$ cat src/design/sbsm_pkg.sv
// Shared types and constants for the serial bank-switch mapper.
// No dependencies; imported by serial_bank_switch_mapper and its testbench.
package sbsm_pkg;

    // Access kinds carried on the input tuser
    typedef enum logic [1:0] {
        KIND_CPU_RD = 2'd0,
        KIND_CPU_WR = 2'd1,
        KIND_PPU_RD = 2'd2,
        KIND_PPU_WR = 2'd3
    } t_kind;

    // Target memories carried on the output tuser
    typedef enum logic [1:0] {
        TGT_NONE    = 2'd0,
        TGT_PRG_RAM = 2'd1,
        TGT_PRG_ROM = 2'd2,
        TGT_CHR_ROM = 2'd3
    } t_target;

    // Mapper register selected by CPU address bits 14..13
    typedef enum logic [1:0] {
        MREG_CONTROL = 2'd0,
        MREG_CHR0    = 2'd1,
        MREG_CHR1    = 2'd2,
        MREG_PRG     = 2'd3
    } t_mreg;

    // Configuration register indexes
    localparam logic REG_PRG_BANK_COUNT = 1'b0;

    // Field widths
    localparam int ADDR_W   = 16;
    localparam int DATA_W   = 8;
    localparam int MADDR_W  = 18;
    localparam int SHIFT_W  = 5;
    localparam int COUNT_W  = 5;
    localparam int PRG_SEL_W = 4;

    // Reset values and mode codes
    localparam logic [SHIFT_W-1:0] SHIFT_EMPTY   = 5'h10;
    localparam logic [1:0]         PRG_MODE_FIX_LAST = 2'd3;
    localparam logic [1:0]         PRG_MODE_FIX_FIRST = 2'd2;
    localparam logic [COUNT_W-1:0] COUNT_MAX     = 5'd16;

    // Result item held in the output register
    typedef struct packed {
        t_target             target;
        logic [MADDR_W-1:0]  mapped_addr;
        logic                write_enable;
        logic [DATA_W-1:0]   write_data;
        logic [1:0]          mirror_mode;
        logic                ram_enable_flag;
    } t_result;

endpackage

$ cat src/design/serial_bank_switch_mapper.sv
// Serial bank-switch mapper: bus access translator with APB configuration.
// Depends on sbsm_pkg (types, codes, widths).
//
// Translates CPU and PPU bus accesses into a target memory and a byte offset,
// and keeps the serial-loaded bank registers of an MMC1-style cartridge. A
// request is taken into an input register, translated and applied to the
// mapper state as it moves into an output register. The sustained rate is one
// request per cycle while the result stream keeps taking results, set by the
// single translate stage between those two registers. The input side keeps
// accepting while a result waits, as long as the input register can drain.
// Bank count is written over APB at byte address 0 and should only change
// while no request is in flight.
module serial_bank_switch_mapper (
    input  logic        i_clk,
    input  logic        i_rst_n,
    // APB configuration port
    input  logic        psel,
    input  logic        penable,
    input  logic        pwrite,
    input  logic [2:0]  paddr,
    input  logic [31:0] pwdata,
    output logic [31:0] prdata,
    output logic        pready,
    // Request stream
    input  logic        s_axis_tvalid,
    output logic        s_axis_tready,
    input  logic [23:0] s_axis_tdata,   // [15:0] addr, [23:16] data
    input  logic [1:0]  s_axis_tuser,   // [1:0] kind
    // Result stream
    output logic        m_axis_tvalid,
    input  logic        m_axis_tready,
    output logic [31:0] m_axis_tdata,   // [17:0] mapped_addr, [18] write_enable,
                                        // [26:19] write_data, [28:27] mirror_mode,
                                        // [29] ram_enable_flag, [31:30] zero
    output logic [1:0]  m_axis_tuser    // [1:0] target
);
    import sbsm_pkg::*;

    // Configuration
    logic [COUNT_W-1:0]   r_prg_bank_count;

    // Mapper state
    logic [SHIFT_W-1:0]   r_shift, n_shift;
    logic [1:0]           r_mirror, n_mirror;
    logic [1:0]           r_prg_mode, n_prg_mode;
    logic                 r_chr_mode, n_chr_mode;
    logic [4:0]           r_chr_low, n_chr_low;
    logic [4:0]           r_chr_high, n_chr_high;
    logic [PRG_SEL_W-1:0] r_prg_sel, n_prg_sel;
    logic                 r_ram_en, n_ram_en;

    // Pipeline registers
    logic                 r_in_vld;
    t_kind                r_kind;
    logic [ADDR_W-1:0]    r_addr;
    logic [DATA_W-1:0]    r_data;
    logic                 r_out_vld;
    t_result              r_out, n_out;

    logic                 adv;
    logic                 cfg_wr;
    logic [COUNT_W-1:0]   count_clamped;
    logic [PRG_SEL_W-1:0] last_bank;
    logic [MADDR_W-1:0]   prg_off;
    logic [MADDR_W-1:0]   chr_off;
    logic [SHIFT_W-1:0]   shifted;

    // APB: always ready, one register
    assign pready = 1'b1;
    assign cfg_wr = psel && penable && pwrite && pready;
    assign prdata = (paddr[2] == REG_PRG_BANK_COUNT)
                  ? {{(32-COUNT_W){1'b0}}, r_prg_bank_count} : 32'd0;

    always_ff @(posedge i_clk) begin
        if (!i_rst_n) begin
            r_prg_bank_count <= COUNT_MAX;
        end else if (cfg_wr && paddr[2] == REG_PRG_BANK_COUNT) begin
            r_prg_bank_count <= pwdata[COUNT_W-1:0];
        end
    end

    // Handshake: advance the input register when the output can take it
    assign adv           = r_in_vld && (!r_out_vld || m_axis_tready);
    assign s_axis_tready = !r_in_vld || adv;

    always_ff @(posedge i_clk) begin
        if (!i_rst_n) begin
            r_in_vld <= 1'b0;
        end else if (s_axis_tready) begin
            r_in_vld <= s_axis_tvalid;
        end
    end

    // Capture request payload
    always_ff @(posedge i_clk) begin
        if (s_axis_tready && s_axis_tvalid) begin
            r_kind <= t_kind'(s_axis_tuser);
            r_addr <= s_axis_tdata[ADDR_W-1:0];
            r_data <= s_axis_tdata[ADDR_W+DATA_W-1:ADDR_W];
        end
    end

    // Clamp bank count to 1..16 and pick the fixed last bank
    always_comb begin
        if (r_prg_bank_count == '0) begin
            count_clamped = 5'd1;
        end else if (r_prg_bank_count > COUNT_MAX) begin
            count_clamped = COUNT_MAX;
        end else begin
            count_clamped = r_prg_bank_count;
        end
        last_bank = PRG_SEL_W'(count_clamped - 5'd1);
    end

    // Program ROM window offset
    always_comb begin
        if (!r_prg_mode[1]) begin
            prg_off = {r_prg_sel[3:1], r_addr[14:0]};
        end else if (!r_addr[14]) begin
            prg_off = (r_prg_mode == PRG_MODE_FIX_FIRST)
                    ? {4'd0, r_addr[13:0]} : {r_prg_sel, r_addr[13:0]};
        end else begin
            prg_off = (r_prg_mode == PRG_MODE_FIX_FIRST)
                    ? {r_prg_sel, r_addr[13:0]} : {last_bank, r_addr[13:0]};
        end
    end

    // Character ROM window offset
    always_comb begin
        if (!r_chr_mode) begin
            chr_off = {1'b0, r_chr_low[4:1], r_addr[12:0]};
        end else if (!r_addr[12]) begin
            chr_off = {1'b0, r_chr_low, r_addr[11:0]};
        end else begin
            chr_off = {1'b0, r_chr_high, r_addr[11:0]};
        end
    end

    // Serial load: shift data bit 0 in at the top, commit on the fifth write
    assign shifted = {r_data[0], r_shift[SHIFT_W-1:1]};

    always_comb begin
        n_shift    = r_shift;
        n_mirror   = r_mirror;
        n_prg_mode = r_prg_mode;
        n_chr_mode = r_chr_mode;
        n_chr_low  = r_chr_low;
        n_chr_high = r_chr_high;
        n_prg_sel  = r_prg_sel;
        n_ram_en   = r_ram_en;
        if (r_kind == KIND_CPU_WR && r_addr[15]) begin
            if (r_data[7]) begin
                n_shift    = SHIFT_EMPTY;
                n_prg_mode = PRG_MODE_FIX_LAST;
            end else if (!r_shift[0]) begin
                n_shift = shifted;
            end else begin
                n_shift = SHIFT_EMPTY;
                unique case (t_mreg'(r_addr[14:13]))
                    MREG_CONTROL: begin
                        n_chr_mode = shifted[4];
                        n_prg_mode = shifted[3:2];
                        n_mirror   = shifted[1:0];
                    end
                    MREG_CHR0: n_chr_low  = shifted;
                    MREG_CHR1: n_chr_high = shifted;
                    MREG_PRG: begin
                        n_prg_sel = shifted[3:0];
                        n_ram_en  = shifted[4];
                    end
                    default: n_shift = SHIFT_EMPTY;
                endcase
            end
        end
    end

    // Translate the access into a result
    always_comb begin
        n_out.target          = TGT_NONE;
        n_out.mapped_addr     = '0;
        n_out.write_enable    = 1'b0;
        n_out.write_data      = '0;
        n_out.mirror_mode     = n_mirror;
        n_out.ram_enable_flag = n_ram_en;
        unique case (r_kind)
            KIND_CPU_RD: begin
                if (r_addr[15]) begin
                    n_out.target      = TGT_PRG_ROM;
                    n_out.mapped_addr = prg_off;
                end else if (r_addr[14:13] == 2'b11) begin
                    n_out.target      = TGT_PRG_RAM;
                    n_out.mapped_addr = {5'd0, r_addr[12:0]};
                end
            end
            KIND_CPU_WR: begin
                if (!r_addr[15] && r_addr[14:13] == 2'b11) begin
                    n_out.target       = TGT_PRG_RAM;
                    n_out.mapped_addr  = {5'd0, r_addr[12:0]};
                    n_out.write_enable = 1'b1;
                    n_out.write_data   = r_data;
                end
            end
            KIND_PPU_RD: begin
                if (r_addr[15:13] == 3'b000) begin
                    n_out.target      = TGT_CHR_ROM;
                    n_out.mapped_addr = chr_off;
                end
            end
            KIND_PPU_WR: n_out.target = TGT_NONE;
            default:     n_out.target = TGT_NONE;
        endcase
    end

    // Update mapper state as each request advances
    always_ff @(posedge i_clk) begin
        if (!i_rst_n) begin
            r_shift    <= SHIFT_EMPTY;
            r_mirror   <= 2'd0;
            r_prg_mode <= PRG_MODE_FIX_LAST;
            r_chr_mode <= 1'b0;
            r_chr_low  <= 5'd0;
            r_chr_high <= 5'd0;
            r_prg_sel  <= '0;
            r_ram_en   <= 1'b1;
        end else if (adv) begin
            r_shift    <= n_shift;
            r_mirror   <= n_mirror;
            r_prg_mode <= n_prg_mode;
            r_chr_mode <= n_chr_mode;
            r_chr_low  <= n_chr_low;
            r_chr_high <= n_chr_high;
            r_prg_sel  <= n_prg_sel;
            r_ram_en   <= n_ram_en;
        end
    end

    // Hold the result until taken
    always_ff @(posedge i_clk) begin
        if (!i_rst_n) begin
            r_out_vld <= 1'b0;
        end else if (adv) begin
            r_out_vld <= 1'b1;
        end else if (m_axis_tready) begin
            r_out_vld <= 1'b0;
        end
    end

    always_ff @(posedge i_clk) begin
        if (adv) begin
            r_out <= n_out;
        end
    end

    assign m_axis_tvalid = r_out_vld;
    assign m_axis_tuser  = r_out.target;
    assign m_axis_tdata  = {2'b00, r_out.ram_enable_flag, r_out.mirror_mode,
                            r_out.write_data, r_out.write_enable, r_out.mapped_addr};

`ifndef SYNTHESIS
    // The marker bit never leaves the shift register
    a_shift_marker: assert property (@(posedge i_clk) disable iff (!i_rst_n)
        r_shift != '0)
        else $error("shift register lost its marker bit");

    // A RAM write strobe only goes with a program RAM target
    a_we_target: assert property (@(posedge i_clk) disable iff (!i_rst_n)
        (r_out_vld && r_out.write_enable) |-> (r_out.target == TGT_PRG_RAM))
        else $error("write enable without program RAM target");

    // A reset write forces the fixed-last program mode
    a_reset_write: assert property (@(posedge i_clk) disable iff (!i_rst_n)
        (adv && r_kind == KIND_CPU_WR && r_addr[15] && r_data[7])
        |=> (r_prg_mode == PRG_MODE_FIX_LAST && r_shift == SHIFT_EMPTY))
        else $error("reset write did not clear shift register and mode");
`endif

endmodule

$ cat config.mk
export PLATFORM = sky130hd
export DESIGN_NAME = serial_bank_switch_mapper
export DESIGN_NICKNAME = d
export VERILOG_FILES = /design/src/design/sbsm_pkg.sv /design/src/design/serial_bank_switch_mapper.sv
export SDC_FILE = /design/constraint.sdc
export NUM_CORES = 1
export LEC_CHECK = 0
export BUFFER_PORTS_ARGS = -buffer_cell sky130_fd_sc_hd__buf_4
export CORE_MARGIN = 8
export CORE_UTILIZATION = 31
export CTS_CLUSTER_DIAMETER = 30
export DETAILED_ROUTE_END_ITERATION = 6
export GPL_TIMING_DRIVEN = 0
export SLEW_MARGIN = 20
export SYNTH_ARGS = -nofsm -noshare
export SYNTH_HDL_FRONTEND = slang
export SYNTH_SLANG_ARGS = --single-unit
$ cat constraint.sdc
create_clock -name i_clk -period 4 [get_ports i_clk]
set_input_delay 1.2 -clock i_clk [delete_from_list [all_inputs] [get_ports i_clk]]
set_output_delay 1.2 -clock i_clk [all_outputs]
set_load 0.1 [all_outputs]
==> results of run 1 <==
[metal layers]
layer  part of all wire, %  global-route usage (%)  vias to the layer above
met2                    54                    18.7                       46
met5                     0                       0                        -
met1                    41                    11.6                     1228
li1                      -                       -                     1274
met3                   3.9                    2.25                       10
met4                   1.8                    5.88                        0
[power groups by stage]
stage | combinational, uW | sequential [uW] | clock [uW]
floorplan | 201 | 1180 | 0
global placement | 392 | 1060 | 0
detailed placement | 397 | 1060 | 0
CTS | 398 | 1040 | 783
global route | 411 | 1040 | 825
finish | 397 | 1040 | 761
[cell usage after synthesis (2+ instances only)]
cell type	count
sky130_fd_sc_hd__nor3_1	2
sky130_fd_sc_hd__mux2i_1	23
sky130_fd_sc_hd__nor2_1	8
sky130_fd_sc_hd__edfxtp_1	58
sky130_fd_sc_hd__buf_4	32
sky130_fd_sc_hd__o22ai_1	3
sky130_fd_sc_hd__and2_1	22
sky130_fd_sc_hd__clkbuf_1	4
sky130_fd_sc_hd__mux2_2	4
sky130_fd_sc_hd__nand4b_1	2
sky130_fd_sc_hd__nand4_4	2
sky130_fd_sc_hd__clkbuf_2	2
sky130_fd_sc_hd__o21ai_0	8
sky130_fd_sc_hd__nor2b_1	12
sky130_fd_sc_hd__dfxtp_1	32
sky130_fd_sc_hd__conb_1	2
sky130_fd_sc_hd__a31oi_1	3
sky130_fd_sc_hd__nor4b_1	2
sky130_fd_sc_hd__xnor2_1	2
sky130_fd_sc_hd__nand2_1	36
sky130_fd_sc_hd__a21boi_0	4
sky130_fd_sc_hd__nand2b_1	3
sky130_fd_sc_hd__nor4_1	2
sky130_fd_sc_hd__a21oi_1	4
sky130_fd_sc_hd__nand3_1	12
sky130_fd_sc_hd__inv_1	7
[stage by stage]
stage | utilization (%) | instance area, um^2
CTS | 41.4 | 4970
floorplan | - | 3930
global placement | 39.0 | 4680
global route | 41.4 | 4970
detailed placement | 39.1 | 4700
finish | 41.4 | 4970
[cells by family after synthesis]
logic type	synth area share, %
and+or+nand+nor	16.4
DFF	62.4
buffers and inverters	7.76
AOI/OAI and AO/OA	5.31
muxes	7.21
other	0.197
xor gates and xnor gates	0.459
adders and majority gates	0.327
[how the worst min path moves through the flow]
stage	endpoint	slack [ns]
finish	r_chr_low[4]$_SDFFE_PN0P_	0.46
global route	r_chr_low[2]$_SDFFE_PN0P_	0.49
CTS	r_chr_low[2]$_SDFFE_PN0P_	0.46
detailed placement	r_chr_low[2]$_SDFFE_PN0P_	0.45
global placement	r_mirror[1]$_SDFFE_PN0P_	0.44
floorplan	r_mirror[0]$_SDFFE_PN0P_	0.44
[sequential cells by signal, summed over array words and instances (netlist names)]
register,cells
m_axis_tdata,30
r_addr,16
r_data,8
r_chr_high,5
r_chr_low,5
r_prg_bank_count,5
r_shift,5
r_prg_sel,4
m_axis_tuser,2
r_kind,2
r_mirror,2
r_prg_mode,2
m_axis_tvalid,1
r_chr_mode,1
r_in_vld,1
r_ram_en,1
[layout make-up]
cell class / count / area, um^2
fillers: 1163 / 7040
flip-flops and latches: 90 / 2380
multi-input cells: 203 / 1250
repair buffers: 77 / 591
plain buffers: 39 / 270
clock buffers: 10 / 229
well taps: 147 / 184
clock inverters: 6 / 41.3
inverters: 7 / 26.3
[worst register-to-register path: stages, from the launching register on]
cell and delay, ns:
sky130_fd_sc_hd__edfxtp_1 0.52, sky130_fd_sc_hd__nor2_1 0.28, sky130_fd_sc_hd__nand4b_1 0.37, sky130_fd_sc_hd__nand3_1 0.25
sky130_fd_sc_hd__clkbuf_2 0.23, sky130_fd_sc_hd__and2_1 0.15
==> metrics.txt, run 1 <==
# TYPE chip_impl_metric gauge
chip_impl_metric{name="fin_total_pwr",unit="uW"} 2200
chip_impl_info{name="area_leader_netlist",value="sky130_fd_sc_hd__edfxtp_1"} 1
chip_impl_metric{name="final_net_count",unit=""} 496
chip_impl_info{name="most-common-layout-cells",value="sky130_fd_sc_hd__buf_4 (108), sky130_fd_sc_hd__edfxtp_1 (58), sky130_fd_sc_hd__nand2_1 (36)"} 1
chip_impl_metric{name="setup_tns",unit="ns"} 0
chip_impl_metric{name="peakVddDrop",unit="mV"} 0.193
chip_impl_info{name="path_cells",value="buf_4 > nor2b_1 > nand2_1 > buf_4"} 1
chip_impl_info{name="timing.critical_path.max_delay_family",value="buffers and inverters"} 1
chip_impl_metric{name="cts_post_setup_buffers_inserted",unit=""} 0
chip_impl_metric{name="clock_sink_count",unit=""} 90
chip_impl_metric{name="power.share.switching",unit="%"} 30.2
chip_impl_info{name="grt_setup_unrepaired",value="false"} 1
chip_impl_metric{name="grt_first_pass_wirelength",unit="um"} 13200
chip_impl_metric{name="synth_enable_flop_cells",unit=""} 58
chip_impl_metric{name="tritoncts.num_buffers",unit=""} 9
chip_impl_metric{name="drv.max_cap_violation_count",unit=""} 0
chip_impl_metric{name="max-clock-path-buffers",unit=""} 2
chip_impl_metric{name="r2r_slack",unit="ns"} 2.07
chip_impl_metric{name="synthArstFlopShare",unit="%"} 0
chip_impl_metric{name="power.clock.fraction",unit="%"} 34.6
chip_impl_metric{name="dr_wl_cell",unit="um"} 14.8
chip_impl_metric{name="critical_path.max_fanout",unit=""} 3
chip_impl_metric{name="tightestPinTransition",unit="ns"} 0.636
chip_impl_info{name="worstSetupEndpoint",value="s_axis_tready"} 1
chip_impl_metric{name="top_ports",unit=""} 137
chip_impl_metric{name="gr-total-overflow",unit=""} 0
chip_impl_metric{name="netlist.area_leader.share",unit="%"} 45.6
chip_impl_metric{name="power_density",unit="mW/mm^2"} 442
chip_impl_metric{name="grtUsageTotal",unit="%"} 10.6
chip_impl_metric{name="cellLeakagePower",unit="uW"} 0.00214
chip_impl_info{name="critical_path_class",value="in -> out"} 1
chip_impl_metric{name="part_of_the_yosys_area_used_for_sequential_elements",unit="%"} 62.4
chip_impl_metric{name="skew_final",unit="ns"} 0.00586
chip_impl_metric{name="comb_power_share",unit="%"} 18.1
chip_impl_metric{name="postCtsHoldBufs",unit=""} 0
chip_impl_metric{name="post-route-worst-setup-slack",unit="ns"} 0.977
chip_impl_metric{name="wirelength",unit="um"} 8560
chip_impl_metric{name="synthDistinctLibCells",unit=""} 46
chip_impl_metric{name="insertion_delay",unit="ns"} 0.34
chip_impl_metric{name="design.core.area",unit="mm^2"} 0.0120
chip_impl_metric{name="die_h",unit="um"} 127
chip_impl_metric{name="via_count",unit=""} 2558
chip_impl_metric{name="timing.critical_path.slowest_cell_delay",unit="ns"} 0.24
chip_impl_info{name="cpMostUsedCell",value="sky130_fd_sc_hd__buf_4"} 1
chip_impl_info{name="status",value="finished, final reports clean"} 1
chip_impl_metric{name="pre_cts_ws",unit="ns"} 0.973
chip_impl_metric{name="clock_slew_seen_by_the_registers_of_the_worst_setup_and_hold_paths",unit="ns"} 0.06
chip_impl_info{name="worst_setup_path_end_kind",value="output port"} 1
chip_impl_metric{name="mapped_avg_cell_area",unit="um^2"} 12.3
chip_impl_metric{name="hold_viol",unit=""} 0
chip_impl_metric{name="maximum_number_of_pins_on_one_net_before_global_route_repair",unit=""} 30
chip_impl_metric{name="drive_above_1_share",unit="%"} 31.5
chip_impl_info{name="hold_path_startpoint",value="r_chr_low[4]$_SDFFE_PN0P_"} 1
chip_impl_metric{name="setup_viol_count_final",unit=""} 0
chip_impl_metric{name="row_count",unit=""} 40
chip_impl_metric{name="report.final.slew_viol_count",unit=""} 0
chip_impl_metric{name="post-route-min-period",unit="ns"} 3.02
chip_impl_info{name="synth.area.top_cells",value="sky130_fd_sc_hd__edfxtp_1 (46%), sky130_fd_sc_hd__dfxtp_1 (17%), sky130_fd_sc_hd__buf_4 (6.3%)"} 1
chip_impl_info{name="hold_class",value="reg -> reg"} 1
chip_impl_metric{name="die-width",unit="um"} 127
chip_impl_metric{name="worstPathArrival",unit="ns"} 1.82
chip_impl_metric{name="post_synth_inst_count",unit=""} 311
chip_impl_metric{name="design.die.area",unit="mm^2"} 0.0161
chip_impl_metric{name="seqPwrFrac",unit="%"} 47.3
chip_impl_info{name="cts_tree",value="done"} 1
chip_impl_metric{name="netlist_area",unit="mm^2"} 0.00382
chip_impl_info{name="rr_endpoint",value="m_axis_tdata[7]$_DFFE_PP_"} 1
chip_impl_info{name="crit_slowest_cell",value="sky130_fd_sc_hd__buf_4"} 1
chip_impl_metric{name="remaining_drc_errors",unit=""} 0
chip_impl_metric{name="synthesis_warning_total",unit=""} 0
chip_impl_metric{name="numPortBuffers",unit=""} 76
chip_impl_metric{name="drt-initial-drc-count",unit=""} 104
chip_impl_metric{name="start_util",unit="%"} 31.8
chip_impl_metric{name="critical_path_buf_inv_count",unit=""} 2
chip_impl_info{name="clk_root_buffer_cell",value="sky130_fd_sc_hd__clkbuf_16"} 1
chip_impl_info{name="timing.critical_path.from_type",value="input pin"} 1
chip_impl_metric{name="hold_depth",unit=""} 2
chip_impl_metric{name="area_growth_syn_to_layout",unit="%"} 30.2
chip_impl_metric{name="worst-r2r-cell-count",unit=""} 5
chip_impl_info{name="synthFlopType",value="sky130_fd_sc_hd__edfxtp_1"} 1
chip_impl_metric{name="drt_pre_antenna_iters",unit=""} 4
chip_impl_metric{name="via_count_of_the_first_global_routing_pass",unit=""} 2553
chip_impl_metric{name="dp.final_hpwl",unit="um"} 6530
chip_impl_metric{name="grt_antenna_before_repair",unit=""} 0
chip_impl_metric{name="worst_max_slew_margin_expressed_relative_to_the_limit",unit="%"} 57.6
chip_impl_metric{name="fin_worst_hold_slack",unit="ns"} 0.463
chip_impl_metric{name="quantity_of_gates_resized_following_cts",unit=""} 0
chip_impl_metric{name="antenna-diode-count",unit=""} 0
chip_impl_metric{name="crit_required",unit="ns"} 2.80
chip_impl_info{name="cp-startpoint",value="m_axis_tready"} 1
chip_impl_metric{name="power_report.internal_total",unit="uW"} 1530
chip_impl_metric{name="switchingPower",unit="uW"} 665
chip_impl_info{name="regToRegStartpoint",value="r_addr[13]$_DFFE_PP_"} 1
chip_impl_info{name="layout_commonest_cell",value="sky130_fd_sc_hd__buf_4"} 1
chip_impl_metric{name="timing.critical_path.depth",unit=""} 4
chip_impl_metric{name="routed_via_density",unit=""} 4.42
chip_impl_metric{name="ant_nets_after_route",unit=""} 0
chip_impl_metric{name="cts-htree-levels",unit=""} 3
chip_impl_metric{name="place_inst",unit=""} 563
chip_impl_metric{name="period_share",unit="%"} 75.6
chip_impl_metric{name="gp_routability_congestion",unit=""} 0.763
chip_impl_metric{name="fin_cells",unit=""} 579
chip_impl_metric{name="synth_seq_cells",unit=""} 90
chip_impl_metric{name="timing.fmax",unit="GHz"} 0.331
(Power assumes the default switching activity.)
==> inputs of run 2 (changes only) <==
==> constraint.sdc (replaced) <==
create_clock -name i_clk -period 2.5 [get_ports i_clk]
set_input_delay 0.75 -clock i_clk [delete_from_list [all_inputs] [get_ports i_clk]]
set_output_delay 0.75 -clock i_clk [all_outputs]
set_load 0.1 [all_outputs]
==> metrics.txt, run 2 (synthesized netlist as in run 1, its figures left out) <==
# TYPE chip_impl_metric gauge
chip_impl_info{name="status",value="finished, final reports clean"} 1
chip_impl_metric{name="wirelength",unit="um"} 8430
chip_impl_metric{name="die-width",unit="um"} 127
chip_impl_metric{name="finish.instance_area",unit="mm^2"} 0.00501
chip_impl_metric{name="place_area",unit="mm^2"} 0.00472
chip_impl_metric{name="skew_final",unit="ns"} 0.00898
chip_impl_metric{name="tightestPinTransition",unit="ns"} 0.611
chip_impl_metric{name="grt_antenna_before_repair",unit=""} 0
chip_impl_metric{name="post-route-min-period",unit="ns"} 2.14
chip_impl_metric{name="cellLeakagePower",unit="uW"} 0.00216
chip_impl_info{name="regToRegStartpoint",value="r_addr[13]$_DFFE_PP_"} 1
chip_impl_metric{name="gr-total-overflow",unit=""} 0
chip_impl_metric{name="area_growth_syn_to_layout",unit="%"} 31.1
chip_impl_metric{name="hold_viol",unit=""} 0
chip_impl_metric{name="routed_via_density",unit=""} 4.36
chip_impl_metric{name="cts-htree-levels",unit=""} 3
chip_impl_metric{name="maximum_number_of_pins_on_one_net_before_global_route_repair",unit=""} 30
chip_impl_info{name="timing.critical_path.from_type",value="input pin"} 1
chip_impl_metric{name="end_of_flow_core_utilization",unit="%"} 41.7
chip_impl_metric{name="numPortBuffers",unit=""} 76
chip_impl_metric{name="max-clock-path-buffers",unit=""} 2
chip_impl_metric{name="gp_routability_congestion",unit=""} 0.775
chip_impl_metric{name="pre_cts_ws",unit="ns"} 0.364
chip_impl_metric{name="worst-r2r-cell-count",unit=""} 5
chip_impl_metric{name="setup_tns",unit="ns"} 0
chip_impl_info{name="cts_tree",value="done"} 1
chip_impl_metric{name="crit_required",unit="ns"} 1.75
chip_impl_metric{name="r2r_slack",unit="ns"} 0.54
chip_impl_metric{name="dr_wl_cell",unit="um"} 14.6
chip_impl_info{name="rr_endpoint",value="m_axis_tdata[0]$_DFFE_PP_"} 1
chip_impl_metric{name="cts_post_setup_buffers_inserted",unit=""} 0
chip_impl_info{name="hold_class",value="reg -> reg"} 1
chip_impl_info{name="grt_setup_unrepaired",value="false"} 1
chip_impl_metric{name="timing.fmax",unit="GHz"} 0.468
chip_impl_metric{name="post-route-worst-setup-slack",unit="ns"} 0.362
chip_impl_info{name="most-common-layout-cells",value="sky130_fd_sc_hd__buf_4 (108), sky130_fd_sc_hd__edfxtp_1 (58), sky130_fd_sc_hd__nand2_1 (36)"} 1
chip_impl_metric{name="critical_path.max_fanout",unit=""} 3
chip_impl_metric{name="drt_pre_antenna_iters",unit=""} 4
chip_impl_info{name="worst_setup_path_end_kind",value="output port"} 1
chip_impl_metric{name="drv.max_cap_violation_count",unit=""} 0
chip_impl_metric{name="postCtsHoldBufs",unit=""} 0
chip_impl_metric{name="drt-initial-drc-count",unit=""} 152
chip_impl_metric{name="largest_register_ff_count",unit=""} 30
chip_impl_metric{name="dp.final_hpwl",unit="um"} 6390
chip_impl_metric{name="worst_max_slew_margin_expressed_relative_to_the_limit",unit="%"} 59.3
chip_impl_metric{name="tritoncts.num_buffers",unit=""} 9
chip_impl_metric{name="peakVddDrop",unit="mV"} 0.259
chip_impl_metric{name="insertion_delay",unit="ns"} 0.34
chip_impl_metric{name="via_count",unit=""} 2525
chip_impl_metric{name="period_share",unit="%"} 85.5
chip_impl_metric{name="power_density",unit="mW/mm^2"} 727
chip_impl_metric{name="remaining_drc_errors",unit=""} 0
chip_impl_metric{name="final_net_count",unit=""} 496
chip_impl_info{name="layout_commonest_cell",value="sky130_fd_sc_hd__buf_4"} 1
chip_impl_metric{name="start_util",unit="%"} 31.8
chip_impl_metric{name="quantity_of_gates_resized_following_cts",unit=""} 0
chip_impl_metric{name="top_ports",unit=""} 137
chip_impl_metric{name="drive_above_1_share",unit="%"} 33.1
chip_impl_metric{name="row_count",unit=""} 40
chip_impl_metric{name="design.die.area",unit="mm^2"} 0.0161
chip_impl_metric{name="setup_viol_count_final",unit=""} 0
chip_impl_metric{name="antenna-diode-count",unit=""} 0
chip_impl_metric{name="grt_first_pass_wirelength",unit="um"} 13400
chip_impl_metric{name="grtUsageTotal",unit="%"} 10.8
chip_impl_info{name="critical_path_class",value="in -> out"} 1
chip_impl_metric{name="fill_cells",unit=""} 1159
chip_impl_metric{name="ant_nets_after_route",unit=""} 0
chip_impl_metric{name="clock_sink_count",unit=""} 90
chip_impl_metric{name="report.final.slew_viol_count",unit=""} 0
chip_impl_info{name="cp-startpoint",value="m_axis_tready"} 1
chip_impl_info{name="worstSetupEndpoint",value="s_axis_tready"} 1
chip_impl_metric{name="design.core.area",unit="mm^2"} 0.0120
chip_impl_info{name="clk_root_buffer_cell",value="sky130_fd_sc_hd__clkbuf_16"} 1
chip_impl_metric{name="die_h",unit="um"} 127
chip_impl_metric{name="via_count_of_the_first_global_routing_pass",unit=""} 2602
chip_impl_metric{name="worstPathArrival",unit="ns"} 1.39
chip_impl_metric{name="clock_slew_seen_by_the_registers_of_the_worst_setup_and_hold_paths",unit="ns"} 0.06
-- run 2: cell types whose count changed in the layout (fill, tap and decap cells not counted) --
cell / change
sky130_fd_sc_hd__clkinvlp_4: -1
sky130_fd_sc_hd__clkinv_1: -1
sky130_fd_sc_hd__nor2b_2: +5
sky130_fd_sc_hd__nor2b_1: -5
sky130_fd_sc_hd__dfxtp_2: +1
sky130_fd_sc_hd__bufinv_16: +1
sky130_fd_sc_hd__clkinv_2: +1
sky130_fd_sc_hd__dfxtp_1: -1
-- run 2: through the flow --
| step | hold WS, ns | cells | total power, uW |
|---|---|---|---|
| detailed placement | 0.456 | 563 | 2330 |
| floorplan | 0.435 | 339 | 2210 |
| CTS | 0.466 | 579 | 3680 |
| finish | 0.463 | 579 | 3640 |
| global placement | 0.444 | 562 | 2330 |
| global route | 0.482 | 579 | 3760 |
-- run 2: layout make-up --
class	instances	area, um^2	share of cell area (%)
clock inverter	6	65.1	1.30
tap	147	184	3.67
sequential	90	2380	47.6
inverter	7	26.3	0.524
clock buffer	10	229	4.57
multi-input combinational	203	1260	25.2
timing repair buffer	77	591	11.8
buffer	39	270	5.39
-- run 2: worst min path at each step --
stage,depth (start not counted),endpoint,startpoint,slack [ns]
after floorplan,2,r_mirror[0]$_SDFFE_PN0P_,r_mirror[0]$_SDFFE_PN0P_,0.44
after global placement,2,r_mirror[1]$_SDFFE_PN0P_,r_mirror[1]$_SDFFE_PN0P_,0.44
after detailed placement,2,r_chr_low[4]$_SDFFE_PN0P_,r_chr_low[4]$_SDFFE_PN0P_,0.46
after CTS,2,r_chr_low[4]$_SDFFE_PN0P_,r_chr_low[4]$_SDFFE_PN0P_,0.47
after global routing,2,r_chr_low[4]$_SDFFE_PN0P_,r_chr_low[4]$_SDFFE_PN0P_,0.48
final,2,r_chr_high[3]$_SDFFE_PN0P_,r_chr_high[3]$_SDFFE_PN0P_,0.46
-- run 2: metal layers --
layer,track usage (%),share of wire [%],vias to the layer above
met5,0,0,-
met4,5.81,2.8,0
met3,3.58,5.5,15
met2,18.0,50,75
met1,12.0,42,1157
li1,-,-,1278
-- run 2: report_power, final --
group          internal, uW  switching (uW)  total [uW]
Sequential             1640            23.1        1660
Combinational           139             497         636
Clock                   778             563        1340
Total                  2560            1080        3640
-- run 2: worst max-delay path, cell delays in order --
cell                      delay, ns
sky130_fd_sc_hd__buf_4         0.11
sky130_fd_sc_hd__nor2b_1       0.18
sky130_fd_sc_hd__nand2_1       0.10
sky130_fd_sc_hd__buf_4         0.24
